[config.mk]
export PLATFORM = sky130hd
export DESIGN_NAME = length_prefixed_frame_deframer
export DESIGN_NICKNAME = d
export VERILOG_FILES = /design/src/hdl/lpfd_pkg.sv /design/src/hdl/length_prefixed_frame_deframer.sv /design/src/hdl/lpfd_parser.sv /design/src/hdl/lpfd_out_buf.sv
export SDC_FILE = /design/constraint.sdc
export NUM_CORES = 1
export LEC_CHECK = 0
export BUFFER_PORTS_ARGS = -buffer_cell sky130_fd_sc_hd__buf_2
export CAP_MARGIN = 25
export CORE_MARGIN = 2
export CORE_UTILIZATION = 55
export CTS_CLUSTER_DIAMETER = 80
export DETAILED_ROUTE_END_ITERATION = 6
export GPL_TIMING_DRIVEN = 0
export PLACE_DENSITY = 0.75
export SYNTH_ARGS = -nofsm -noshare
export SYNTH_HDL_FRONTEND = slang
export SYNTH_SLANG_ARGS = --single-unit
[constraint.sdc]
create_clock -name clk_i -period 7.75 [get_ports clk_i]
set_clock_uncertainty 0.1 [all_clocks]
set_input_delay 0 -clock clk_i [delete_from_list [all_inputs] [get_ports clk_i]]
set_output_delay 0 -clock clk_i [all_outputs]
set_load 0.01 [all_outputs]
[src/hdl/lpfd_pkg.sv]
// lpfd_pkg: shared types and constants for the length-prefixed frame deframer
// no dependencies
`default_nettype none

package lpfd_pkg;

  localparam int unsigned ByteW    = 8;
  localparam int unsigned IndexW   = 16;
  localparam int unsigned LenW     = 32;
  localparam int unsigned LimitW   = 16;
  localparam int unsigned LenBytes = 4;

  localparam logic [ByteW-1:0]  SyncByte0    = 8'h00;
  localparam logic [ByteW-1:0]  SyncByte1    = 8'h01;
  localparam logic [LimitW-1:0] LimitDefault = 16'd255;

  typedef enum logic [1:0] {
    PH_HUNT = 2'd0,
    PH_SYNC = 2'd1,
    PH_LEN  = 2'd2,
    PH_DATA = 2'd3
  } phase_e;

  typedef struct packed {
    logic              frame_end;
    logic [IndexW-1:0] payload_index;
    logic [ByteW-1:0]  payload_byte;
  } result_t;

endpackage

`default_nettype wire

[src/hdl/length_prefixed_frame_deframer.sv]
// length_prefixed_frame_deframer: one byte per word in, payload words out
// a payload word is registered into the output register, or into the skid stage while the output is held
// throughput: one word per cycle; the skid stage behind the output register takes one word
// while the output stalls, and input waits only while the skid is full
// reset: asynchronous active low, back to hunting, limit 255, buffers empty
// depends on lpfd_pkg, lpfd_parser, lpfd_out_buf
`default_nettype none

module length_prefixed_frame_deframer (
  input  wire         clk_i,
  input  wire         rst_ni,
  input  wire         cfg_we_i,
  input  wire  [15:0] cfg_wdata_i,     // max_payload
  input  wire         s_axis_tvalid_i,
  output logic        s_axis_tready_o,
  input  wire  [7:0]  s_axis_tdata_i,  // [7:0] rx_byte
  output logic        m_axis_tvalid_o,
  input  wire         m_axis_tready_i,
  output logic [23:0] m_axis_tdata_o,  // [7:0] payload_byte, [23:8] payload_index
  output logic        m_axis_tlast_o   // frame_end
);
  import lpfd_pkg::*;

  logic    in_accept;
  logic    res_valid;
  result_t res;
  result_t out_data;
  phase_e  phase;
  logic    space;
  logic    skid_valid;

  assign s_axis_tready_o = space;
  assign in_accept       = s_axis_tvalid_i && space;

  lpfd_parser u_parser (
    .clk_i       (clk_i),
    .rst_ni      (rst_ni),
    .cfg_we_i    (cfg_we_i),
    .cfg_wdata_i (cfg_wdata_i),
    .in_valid_i  (in_accept),
    .in_byte_i   (s_axis_tdata_i),
    .res_valid_o (res_valid),
    .res_o       (res),
    .phase_o     (phase)
  );

  lpfd_out_buf u_out_buf (
    .clk_i        (clk_i),
    .rst_ni       (rst_ni),
    .push_i       (res_valid),
    .push_data_i  (res),
    .space_o      (space),
    .out_valid_o  (m_axis_tvalid_o),
    .out_data_o   (out_data),
    .out_ready_i  (m_axis_tready_i),
    .skid_valid_o (skid_valid)
  );

  assign m_axis_tdata_o = {out_data.payload_index, out_data.payload_byte};
  assign m_axis_tlast_o = out_data.frame_end;

`ifndef SYNTHESIS
  a_skid_behind_main: assert property (@(posedge clk_i) disable iff (!rst_ni)
    skid_valid |-> m_axis_tvalid_o)
    else $error("skid word held with empty output register");

  a_data_word_out: assert property (@(posedge clk_i) disable iff (!rst_ni)
    (in_accept && phase == PH_DATA) |=> m_axis_tvalid_o)
    else $error("accepted payload word produced no output");

  a_end_to_hunt: assert property (@(posedge clk_i) disable iff (!rst_ni)
    (in_accept && phase == PH_DATA && res.frame_end) |=> phase == PH_HUNT)
    else $error("frame end did not return to hunting");

  a_header_no_result: assert property (@(posedge clk_i) disable iff (!rst_ni)
    (phase != PH_DATA) |-> !res_valid)
    else $error("result raised outside the payload phase");
`endif

endmodule

`default_nettype wire

[src/hdl/lpfd_parser.sv]
// lpfd_parser: sync hunt, length header and payload counting, one word per cycle
// depends on lpfd_pkg
`default_nettype none

module lpfd_parser (
  input  wire                       clk_i,
  input  wire                       rst_ni,
  input  wire                       cfg_we_i,
  input  wire [lpfd_pkg::LimitW-1:0] cfg_wdata_i,
  input  wire                       in_valid_i,
  input  wire [lpfd_pkg::ByteW-1:0] in_byte_i,
  output logic                      res_valid_o,
  output lpfd_pkg::result_t         res_o,
  output lpfd_pkg::phase_e          phase_o
);
  import lpfd_pkg::*;

  phase_e              phase_q, phase_d;
  logic [LenW-1:0]     len_q, len_d;
  logic [IndexW-1:0]   count_q, count_d;
  logic [LimitW-1:0]   limit_q;

  logic [IndexW:0]     cnt_next;
  logic [LimitW-1:0]   limit_m1;
  logic                end_by_len;
  logic                end_by_limit;
  logic                is_end;

  assign cnt_next     = {1'b0, count_q} + (IndexW+1)'(1);
  assign limit_m1     = limit_q - LimitW'(1);
  assign end_by_len   = LenW'(cnt_next) >= len_q;
  // one place of the buffer is kept for a terminator
  assign end_by_limit = (limit_q <= LimitW'(1)) || (cnt_next >= {1'b0, limit_m1});
  assign is_end       = end_by_len || end_by_limit;

  always_comb begin
    phase_d     = phase_q;
    len_d       = len_q;
    count_d     = count_q;
    res_valid_o = 1'b0;
    res_o.payload_byte  = in_byte_i;
    res_o.payload_index = count_q;
    res_o.frame_end     = is_end;
    if (in_valid_i) begin
      unique case (phase_q)
        PH_HUNT: begin
          if (in_byte_i == SyncByte0) phase_d = PH_SYNC;
        end
        PH_SYNC: begin
          if (in_byte_i == SyncByte1) begin
            phase_d = PH_LEN;
            len_d   = '0;
            count_d = '0;
          end else begin
            phase_d = PH_HUNT;
          end
        end
        PH_LEN: begin
          len_d = {len_q[LenW-ByteW-1:0], in_byte_i};
          if (count_q + IndexW'(1) >= IndexW'(LenBytes)) begin
            count_d = '0;
            phase_d = PH_DATA;
          end else begin
            count_d = count_q + IndexW'(1);
          end
        end
        PH_DATA: begin
          res_valid_o = 1'b1;
          if (is_end) begin
            count_d = '0;
            phase_d = PH_HUNT;
          end else begin
            count_d = cnt_next[IndexW-1:0];
          end
        end
        default: phase_d = PH_HUNT;
      endcase
    end
  end

  always_ff @(posedge clk_i or negedge rst_ni) begin
    if (!rst_ni) begin
      phase_q <= PH_HUNT;
      len_q   <= '0;
      count_q <= '0;
      limit_q <= LimitDefault;
    end else begin
      phase_q <= phase_d;
      len_q   <= len_d;
      count_q <= count_d;
      if (cfg_we_i) limit_q <= cfg_wdata_i;
    end
  end

  assign phase_o = phase_q;

endmodule

`default_nettype wire

[src/hdl/lpfd_out_buf.sv]
// lpfd_out_buf: result register with a skid stage behind it
// depends on lpfd_pkg
`default_nettype none

module lpfd_out_buf (
  input  wire                clk_i,
  input  wire                rst_ni,
  input  wire                push_i,
  input  wire lpfd_pkg::result_t push_data_i,
  output logic               space_o,
  output logic               out_valid_o,
  output lpfd_pkg::result_t  out_data_o,
  input  wire                out_ready_i,
  output logic               skid_valid_o
);
  import lpfd_pkg::*;

  logic    main_valid_q, skid_valid_q;
  result_t main_q, skid_q;
  logic    pop;

  assign pop = main_valid_q && out_ready_i;

  always_ff @(posedge clk_i or negedge rst_ni) begin
    if (!rst_ni) begin
      main_valid_q <= 1'b0;
      skid_valid_q <= 1'b0;
    end else if (skid_valid_q) begin
      // input is held off while the skid word waits
      if (pop) skid_valid_q <= 1'b0;
    end else if (push_i) begin
      if (main_valid_q && !pop) skid_valid_q <= 1'b1;
      else main_valid_q <= 1'b1;
    end else if (pop) begin
      main_valid_q <= 1'b0;
    end
  end

  always_ff @(posedge clk_i) begin
    if (skid_valid_q) begin
      if (pop) main_q <= skid_q;
    end else if (push_i) begin
      if (main_valid_q && !pop) skid_q <= push_data_i;
      else main_q <= push_data_i;
    end
  end

  assign space_o      = !skid_valid_q;
  assign out_valid_o  = main_valid_q;
  assign out_data_o   = main_q;
  assign skid_valid_o = skid_valid_q;

endmodule

`default_nettype wire

==> impl_metrics.toml, run 1 <==
[outcome]
status = "complete, no violations"

[run]
maxCapViolations = 0

[grt]
antenna_found_initial = 0
overflow = 0
grt_pass1_wl_mm = 23.2
grt.total_usage_pct = 25.4
grt_pass1_vias = 4581
grt_max_degree = 69

[worst_setup_path]
path_cells = "ha_1 -> nand4_2 -> nor3_2 -> nand3_2 -> xnor2_1 -> ha_1 -> a211oi_1 -> o211ai_1 -> and3b_1 -> nor3_2 -> o2111a_4 -> inv_6 -> o22ai_4 -> nand4b_1 -> mux2i_1"
cp-endpoint = "u_parser.count_q[12]"
required_ns = 8.00
timing.rr.end = "u_parser.count_q[12]"
path_class = "reg2reg"
start_kind = "flip-flop"
crit_buf_inv = 1
cp_top_family = "simple AND/OR/NAND/NOR gates"
cp.arrival_ns = 4.47
crit_fanout = 11
r2r_slack_ns = 3.53
critPathCaptureType = "flip-flop"
r2r_cells = 15
timing.rr.start = "u_parser.count_q[0]"
path_depth = 15
cpPeakStageDelay_ns = 0.57
cpMaxStageDelayCell = "dfrtp_1"
cp-startpoint = "u_parser.count_q[0]"

[yosys]
async_flop_share_pct = 57.6
synthesis.instances = 503
synthFlopType = "dfrtp_1"
synth_area_leader_cell = "dfrtp_1"
synth_area_leaders = "dfrtp_1 (24%), edfxtp_1 (24%), ha_1 (7.5%)"
syn_area_per_cell_um2 = 12.3
netlist.area_leader.share_pct = 24.2
ys_types = 72
yosys_warnings = 0
syn_nets = 569
syn-cell-area_mm2 = 0.00619
yosys_register_bits = 118
synth_edf_count = 50
synth_seq_area_share_pct = 51.9

[placement]
dp_cells = 699
dp_slack_ns = 3.53
io_buffers = 54
gp_congestion = 0.918
dpl_cell_area_mm2 = 0.00669
dp_hpwl_mm = 9.66

[layout]
multi_input_area_mm2 = 0.00271
drive_above_1_share_pct = 29.1
areaGrowthSynthToFinish_pct = 24.0
fin_area_mm2 = 0.00768
area.sequential_mm2 = 0.00321
num_antenna_cells = 0
final_cell_mix = "dfrtp_1 (60), buf_2 (56), edfxtp_1 (50), mux2_2 (37), ha_1 (37)"
final_util_pct = 70.2
instances_no_fill = 765
nFillCells = 753
nets = 678
final_common_cell = "dfrtp_1"

[route]
finalWirelength_mm = 14.0
wl_per_cell_um = 18.3
drcViolationCount = 0
drt_iter0_drc = 334
num_vias = 4461
postRouteAntennaNets = 0
firstDrtPassIters = 4
viasPerCell = 5.83

[sta]
tns_ns = 0
rsz0062_at_grt = "no"
finalMaxSlewViolations = 0
max_freq_mhz = 237
maxSlewHeadroom_pct = 41.8
worstMarginPinSlew_ns = 0.873
post-route-period-util_pct = 54.4
period_needed_ns = 4.22
setup_ws_ns = 3.53
finalHoldViolations = 0
setup_viol = 0

[clocking]
clock_sinks = 118
htree_num_levels = 4
cts_made_buffers = 17
post_cts_resize_count = 0
path_clk_slew_ns = 0.06
clock_latency_ns = 0.42
cts_buffer_depth = 2
clockRootBuffer = "clkbuf_16"
cts_tree = "done"

[floorplan]
fp.dieArea_mm2 = 0.0121
die_h_um = 110
core_area_mm2 = 0.0109
die_w_um = 110
ios = 56
num_rows = 38
start_util_pct = 56.6

[power]
switchingPower_uw = 724
p_per_area_mw_per_mm2 = 308
internal_power_mw = 1.64
ir_drop_mv = 0.167
swShare_pct = 30.6
combinationalPowerShare_pct = 25.3
power_frac_seq_pct = 38.9
leakage_nw = 3.40
clkPwrFrac_pct = 35.8

[worst_hold_path]
min_path_cells = 2
hold_class = "in2reg"
## synth_stat cells, types with 9 or more instances
library cell / number
inv_1: 29
a22o_1: 32
o21ai_0: 9
mux2_2: 37
nor3_1: 10
nand2_1: 33
dfrtp_1: 60
xor2_1: 12
nand3_1: 13
nor4_1: 10
edfxtp_1: 50
a21oi_1: 11
ha_1: 37
xnor2_1: 14
nor2_1: 14
## worst min-delay path by stage
stage	startpoint	to	slack (ns)
after floorplan	rst_ni	asynchronous set/reset pin	-0.40
after global placement	m_axis_tready_i	u_out_buf.skid_valid_o	0.09
after detailed placement	rst_ni	u_parser.limit_q[9]	0.07
after CTS	cfg_we_i	u_parser.limit_q[5]	0.006
after global routing	cfg_we_i	u_parser.limit_q[5]	0.05
final	cfg_we_i	u_parser.limit_q[5]	0.03
## registers in the layout, indices dropped and copies added, names as in the netlist, named ones only
| name | flops |
|---|---|
| u_out_buf.out_data_o | 25 |
| u_out_buf.out_valid_o | 1 |
| u_out_buf.skid_q | 25 |
| u_out_buf.skid_valid_o | 1 |
| u_parser.count_q | 16 |
| u_parser.len_q | 32 |
| u_parser.limit_q | 16 |
| u_parser.phase_o | 1 |
## power by group through the flow
stage	sequential, mW	combinational, mW	clock [mW]
4_1_cts	0.917	0.603	0.851
6_report	0.920	0.599	0.846
3_5_place_dp	0.924	0.581	0
3_3_place_gp	0.923	0.539	0
5_1_grt	0.932	0.667	0.889
2_1_floorplan	0.908	0.397	0
## cell families after synthesis
logic type                 synth area share [%]
adders and majority gates                  7.47
and+or+nand+nor                            12.9
muxes                                      7.21
DFF                                        51.9
buffers and inverters                      4.38
xor gates and xnor gates                   3.68
AOI/OAI and AO/OA                          12.5
## worst reg2reg max path, delay by kind of cell, from the launching register on
| kind | cells | cell delay (ns) |
|---|---|---|
| adders and majority gates | 2 | 0.71 |
| AOI/OAI and AO/OA | 4 | 0.90 |
| xor gates and xnor gates | 1 | 0.49 |
| and+or+nand+nor | 6 | 1.19 |
| buffers and inverters | 1 | 0.05 |
| muxes | 1 | 0.15 |
| DFF | 1 | 0.57 |
## final cells by class
| cell class | instances | area share, % |
|---|---|---|
| flip-flops and latches | 118 | 41.8 |
| multi-input cells | 332 | 35.3 |
| repair buffers | 90 | 8.54 |
| clock buffers | 24 | 7.10 |
| well taps | 140 | 2.28 |
| plain buffers | 23 | 2.00 |
| inverters | 30 | 1.53 |
| clock inverters | 8 | 1.35 |
## through the flow
stage | total power, mW | hold WS (ns)
4_1_cts | 2.37 | 0.00641
2_1_floorplan | 1.31 | -0.396
3_5_place_dp | 1.51 | 0.0678
3_3_place_gp | 1.46 | 0.0933
6_report | 2.36 | 0.0288
5_1_grt | 2.49 | 0.0510
## timing repair
| item | in CTS | in global routing |
|---|---|---|
| setup buffers | 0 | 0 |
| hold buffers | 34 | 0 |
| endpoints found under the setup margin | 0 | 0 |
| endpoints found under the hold margin | 103 | 0 |
## per-layer routing
metal  wire, um  GRT usage [%]  up-vias
met4        253           8.21        0
met1       5970           33.2     2208
li1           -              -     2114
met2       7090           41.9      115
met3        708           6.00       24
met5          0              0        -
Power figures use the tool's default switching activity.
==> run 2, diff against run 1 <==
==> constraint.sdc (replaced) <==
create_clock -name clk_i -period 4.2 [get_ports clk_i]
set_clock_uncertainty 0.1 [all_clocks]
set_input_delay 0 -clock clk_i [delete_from_list [all_inputs] [get_ports clk_i]]
set_output_delay 0 -clock clk_i [all_outputs]
set_load 0.01 [all_outputs]
==> run 2 against run 1 <==
Routed wire length grew 0.41%. Via count grew 0.87%. Worst hold slack gained 0.0058 ns. Sequential power grew 85%. Design area grew 0.26%. Core utilization grew 0.18 points. Global-route usage is essentially flat. Die area is the same. Flip-flop and latch count is the same. Critical endpoint is now u_parser.count_q[0]. Largest cell class unchanged.
==> impl_metrics.toml, run 2 (same netlist as run 1, synthesis figures left out) <==
[power]
swShare_pct = 30.6
combinationalPowerShare_pct = 25.3
switchingPower_mw = 1.33
clkPwrFrac_pct = 35.7
p_per_area_mw_per_mm2 = 567
internal_power_mw = 3.03
ir_drop_mv = 0.309
finalPower_mw = 4.36
power_frac_seq_pct = 39.0
leakage_nw = 3.40

[worst_setup_path]
timing.rr.end = "u_parser.count_q[0]"
crit_top_cell = "nor3_2"
path_cells = "ha_2 -> nand4_2 -> nor3_2 -> nand3_2 -> xnor2_2 -> ha_1 -> a211oi_1 -> o211ai_1 -> and3b_1 -> nor3_2 -> o2111a_4 -> inv_6 -> o22ai_4 -> nand2_2 -> o21ai_1"
crit_buf_inv = 1
cpPeakStageDelay_ns = 0.49
start_kind = "flip-flop"
path_class = "reg2reg"
r2r_slack_ns = 0.32
cp.arrival_ns = 4.10
r2r_cells = 15
required_ns = 4.42
timing.rr.start = "u_parser.count_q[0]"
critPathCaptureType = "flip-flop"
cp_top_family = "simple AND/OR/NAND/NOR gates"
crit_fanout = 11
cpMaxStageDelayCell = "dfrtp_2"

[worst_hold_path]
hold_class = "in2reg"
hold_path_end = "u_parser.limit_q[5]"
min_from = "cfg_we_i"
min_path_cells = 2

[sta]
finalMaxSlewViolations = 0
setup_viol = 0
rsz0062_at_grt = "no"
post-route-period-util_pct = 92.3
worstMarginPinSlew_ns = 0.869
setup_ws_ns = 0.322
maxSlewHeadroom_pct = 42.1
period_needed_ns = 3.88
finalHoldViolations = 0
max_freq_mhz = 258
tns_ns = 0

[outcome]
status = "complete, no violations"

[floorplan]
die_w_um = 110
num_rows = 38
start_util_pct = 56.6
die_h_um = 110
core_area_mm2 = 0.0109
ios = 56
fp.dieArea_mm2 = 0.0121

[grt]
antenna_found_initial = 0
grt_pass1_wl_mm = 23.2
grt_util_met1_pct = 33.2
use_met2_pct = 41.8
overflow = 0
grt.busiest_layer = "met2"
grt_max_degree = 69
use_met3_pct = 6.00
grt_pass1_vias = 4588
grt.total_usage_pct = 25.4

[layout]
final_common_cell = "dfrtp_1"
largest_reg_flops = 32
num_antenna_cells = 0
regMostFlops = "u_parser.len_q"
drive_above_1_share_pct = 29.9
areaGrowthSynthToFinish_pct = 24.3
nFillCells = 748
nets = 678
final_cell_mix = "dfrtp_1 (58), buf_2 (56), edfxtp_1 (50), mux2_2 (37), ha_1 (36)"

[clocking]
clockRootBuffer = "clkbuf_16"
clock_sinks = 118
cts_buffer_depth = 2
htree_num_levels = 4
path_clk_slew_ns = 0.05
clock_latency_ns = 0.41
cts_tree = "done"
cts_made_buffers = 17

[route]
finalWirelength_mm = 14.1
firstDrtPassIters = 5
wl_per_cell_um = 18.4
postRouteAntennaNets = 0
drcViolationCount = 0
viasPerCell = 5.88
drt_iter0_drc = 290
num_vias = 4500

[placement]
dp_hpwl_mm = 9.66
gp_congestion = 0.918
dp_slack_ns = -0.0181
io_buffers = 54

[run]
maxCapViolations = 0
run 2: layout make-up:
type                            count  area [um^2]  area share [%]
Inverter                           30          118            1.53
Clock buffer                       24          546            7.09
Sequential cell                   118         3220            41.8
Clock inverter                      8          104            1.35
Multi-Input combinational cell    332         2730            35.5
Timing Repair Buffer               90          656            8.52
Tap cell                          140          175            2.28
Buffer                             23          154            2.00
run 2: power by group through the flow:
stage,Combinational (mW),Clock (mW),Sequential [mW]
floorplan,0.732,0,1.68
global placement,0.994,0,1.70
detailed placement,1.07,0,1.70
CTS,1.11,1.57,1.69
global route,1.23,1.64,1.72
finish,1.10,1.56,1.70
run 2: metal layers:
metal	part of all wire, %	up-vias
li1	-	2105
met1	42	2221
met2	51	151
met3	5.1	23
met4	1.7	0
met5	0	-
run 2: worst max-delay path by stage:
stage,start,endpoint,slack [ns],depth (start not counted)
CTS,u_parser.count_q[0],u_parser.count_q[12],0.12,15
floorplan,u_parser.count_q[0],u_parser.phase_o[0],0.69,14
detailed placement,u_parser.count_q[0],u_parser.count_q[12],-0.02,15
finish,u_parser.count_q[0],u_parser.count_q[0],0.32,15
global placement,u_parser.count_q[0],u_parser.count_q[12],0.11,15
global route,u_parser.count_q[0],u_parser.count_q[12],0.03,15
run 2: what timing repair did:
action | 4_1_cts | 5_1_grt
hold buffers | 34 | 0
buffers inserted | 0 | 0
gates resized for setup | 1 | 4
endpoints found under the hold margin | 103 | 0
gates cloned | 0 | 0
setup endpoints to repair | 2 | 11
pin swaps | 0 | 0
run 2: metrics by stage:
step | hold slack (ns) | util, % | cells | cell area, um^2
after detailed placement | 0.0678 | 61.2 | 699 | 6690
after CTS | 0.00641 | 70.3 | 765 | 7690
final | 0.0347 | 70.4 | 765 | 7700
after floorplan | -0.396 | - | 503 | 6190
after global routing | 0.0510 | 70.4 | 765 | 7700
after global placement | 0.0933 | 60.7 | 697 | 6640
==> run 3, diff against run 2 <==
--- a/config.mk
+++ b/config.mk
@@ -5,7 +5,7 @@
 export SDC_FILE = /design/constraint.sdc
 export NUM_CORES = 1
 export LEC_CHECK = 0
-export BUFFER_PORTS_ARGS = -buffer_cell sky130_fd_sc_hd__buf_2
+export BUFFER_PORTS_ARGS = -buffer_cell sky130_fd_sc_hd__clkbuf_2
 export CAP_MARGIN = 25
 export CORE_MARGIN = 2
 export CORE_UTILIZATION = 55
@@ -16,3 +16,4 @@
 export SYNTH_ARGS = -nofsm -noshare
 export SYNTH_HDL_FRONTEND = slang
 export SYNTH_SLANG_ARGS = --single-unit
+export TNS_END_PERCENT = 10
==> run 3 against run 2 <==
Non-clock buffer count fell by 5. Flip-flop and latch count is the same. Clock power decreased by 9.6%. Cell count shrank 0.78%. Register-to-register slack worse by 0.08 ns. Highest routed layer unchanged.
==> impl_metrics.toml, run 3 (same netlist as run 1, synthesis figures left out) <==
[sta]
whs_ns = 0.0247
period_needed_ns = 3.96
post-route-period-util_pct = 94.2
worstMarginPinSlew_ns = 0.746
rsz0062_at_grt = "no"
maxSlewHeadroom_pct = 50.1
finalHoldViolations = 0
max_freq_mhz = 253
tns_ns = 0
setup_viol = 0
finalMaxSlewViolations = 0

[placement]
io_buffers = 54
gp_congestion = 0.921
dpl_cell_area_mm2 = 0.00670
dp_hpwl_mm = 9.50

[worst_setup_path]
path_class = "reg2reg"
cp-startpoint = "u_parser.count_q[4]"
crit_fanout = 10
r2r_slack_ns = 0.24
start_kind = "flip-flop"
required_ns = 4.43
timing.rr.end = "u_parser.count_q[12]"
critPathCaptureType = "flip-flop"
cp.arrival_ns = 4.19
cp-endpoint = "u_parser.count_q[12]"
r2r_cells = 13
timing.rr.start = "u_parser.count_q[4]"

[floorplan]
die_w_um = 110
num_rows = 38
fp.dieArea_mm2 = 0.0121
die_h_um = 110
ios = 56
start_util_pct = 56.6
core_area_mm2 = 0.0109

[clocking]
clock_sinks = 118
cts_made_buffers = 17
path_clk_slew_ns = 0.05
post_cts.repair.setup_buffers = 0
cts_tree = "done"
htree_num_levels = 4
cts_buffer_depth = 2
clockRootBuffer = "clkbuf_16"
clock_latency_ns = 0.41

[layout]
final_cell_mix = "dfrtp_1 (59), clkbuf_2 (53), edfxtp_1 (50), mux2_2 (37), ha_1 (36)"
regMostFlops = "u_parser.len_q"
nets = 673
drive_above_1_share_pct = 30.0
num_antenna_cells = 0
areaGrowthSynthToFinish_pct = 22.3
final_common_cell = "dfrtp_1"
final_util_pct = 69.3
fin_area_mm2 = 0.00758
largest_reg_flops = 32

[route]
num_vias = 4460
drt_iter0_drc = 245
finalWirelength_mm = 13.8
wl_per_cell_um = 18.1
viasPerCell = 5.88
drcViolationCount = 0
firstDrtPassIters = 5
postRouteAntennaNets = 0

[grt]
grt.total_usage_pct = 24.7
grt.busiest_layer = "met2"
overflow = 0
grt_max_degree = 47
grt_util_met1_pct = 31.7
grt_pass1_wl_mm = 22.7
antenna_found_initial = 0
use_met3_pct = 6.76
use_met2_pct = 40.8
grt_pass1_vias = 4563

[power]
combinationalPowerShare_pct = 26.0
swShare_pct = 31.4
internal_power_mw = 2.88
clkPwrFrac_pct = 33.6
p_per_area_mw_per_mm2 = 555
switchingPower_mw = 1.32
ir_drop_mv = 0.401
leakage_nw = 3.36
power_frac_seq_pct = 40.4

[worst_hold_path]
min_path_cells = 2
hold_class = "in2reg"

[outcome]
status = "complete, no violations"

[run]
maxCapViolations = 0
==> run 3: cell count changes in the layout (fill, tap and decap cells not counted), moves of 2 or more <==
cell / previous run / this run
clkbuf_2: 0 / 53
buf_2: 56 / 3
inv_4: 0 / 2
dlygate4sd3_1: 34 / 28
clkinvlp_4: 1 / 4
clkbuf_16: 20 / 18
==> run 3: power groups by stage <==
| stage | registers (mW) | logic, mW | clock network (mW) |
|---|---|---|---|
| CTS | 1.69 | 1.09 | 1.42 |
| floorplan | 1.68 | 0.732 | 0 |
| global route | 1.73 | 1.21 | 1.48 |
| finish | 1.70 | 1.09 | 1.41 |
| detailed placement | 1.71 | 1.06 | 0 |
| global placement | 1.71 | 0.993 | 0 |
==> run 3: routing by layer <==
layer / part of all wire, % / vias up
met5: 0 / -
met4: 1.8 / 0
met3: 5.0 / 21
met2: 50 / 127
met1: 43 / 2214
li1: - / 2098
==> run 3: worst max-delay path, cell delays in order (launching register included) <==
cell      delay (ns)
dfrtp_1         0.53
nand3_1         0.30
nor4b_2         0.31
xor2_1          0.58
ha_1            0.37
a21o_1          0.19
a31oi_1         0.23
nand2_1         0.09
a221oi_2        0.19
o2111a_4        0.32
inv_6           0.05
o22ai_4         0.27
nand4b_1        0.19
mux2i_1         0.16
==> run 3: metrics by stage <==
step / cells / power (mW) / setup WS (ns)
detailed placement: 700 / 2.77 / 0.0418
CTS: 759 / 4.20 / 0.0138
global placement: 697 / 2.70 / 0.106
floorplan: 503 / 2.41 / 0.690
global route: 759 / 4.42 / 0.0210
finish: 759 / 4.20 / 0.243
==> run 3: layout make-up <==
type | count | area [um^2]
Clock inverter | 10 | 91.3
Sequential cell | 118 | 3210
Multi-Input combinational cell | 332 | 2720
Fill cell | 759 | 3360
Timing Repair Buffer | 85 | 611
Tap cell | 140 | 175
Inverter | 30 | 118
Clock buffer | 21 | 492
Buffer | 23 | 154
==> run 3: worst min-delay path by stage <==
stage,from,to,slack (ns)
after detailed placement,rst_ni,u_parser.limit_q[15],-0.14
after global placement,m_axis_tready_i,u_out_buf.skid_valid_o,0.1
final,cfg_we_i,u_parser.limit_q[9],0.02
after CTS,cfg_we_i,u_parser.limit_q[9],0.03
after global routing,cfg_we_i,u_parser.limit_q[9],0.04
after floorplan,rst_ni,asynchronous set/reset pin,-0.40
==> run 3: what timing repair did <==
action	CTS	global route
resized for setup	0	3
setup endpoints to repair	0	17
hold buffers	28	0
endpoints found under the hold margin	112	0
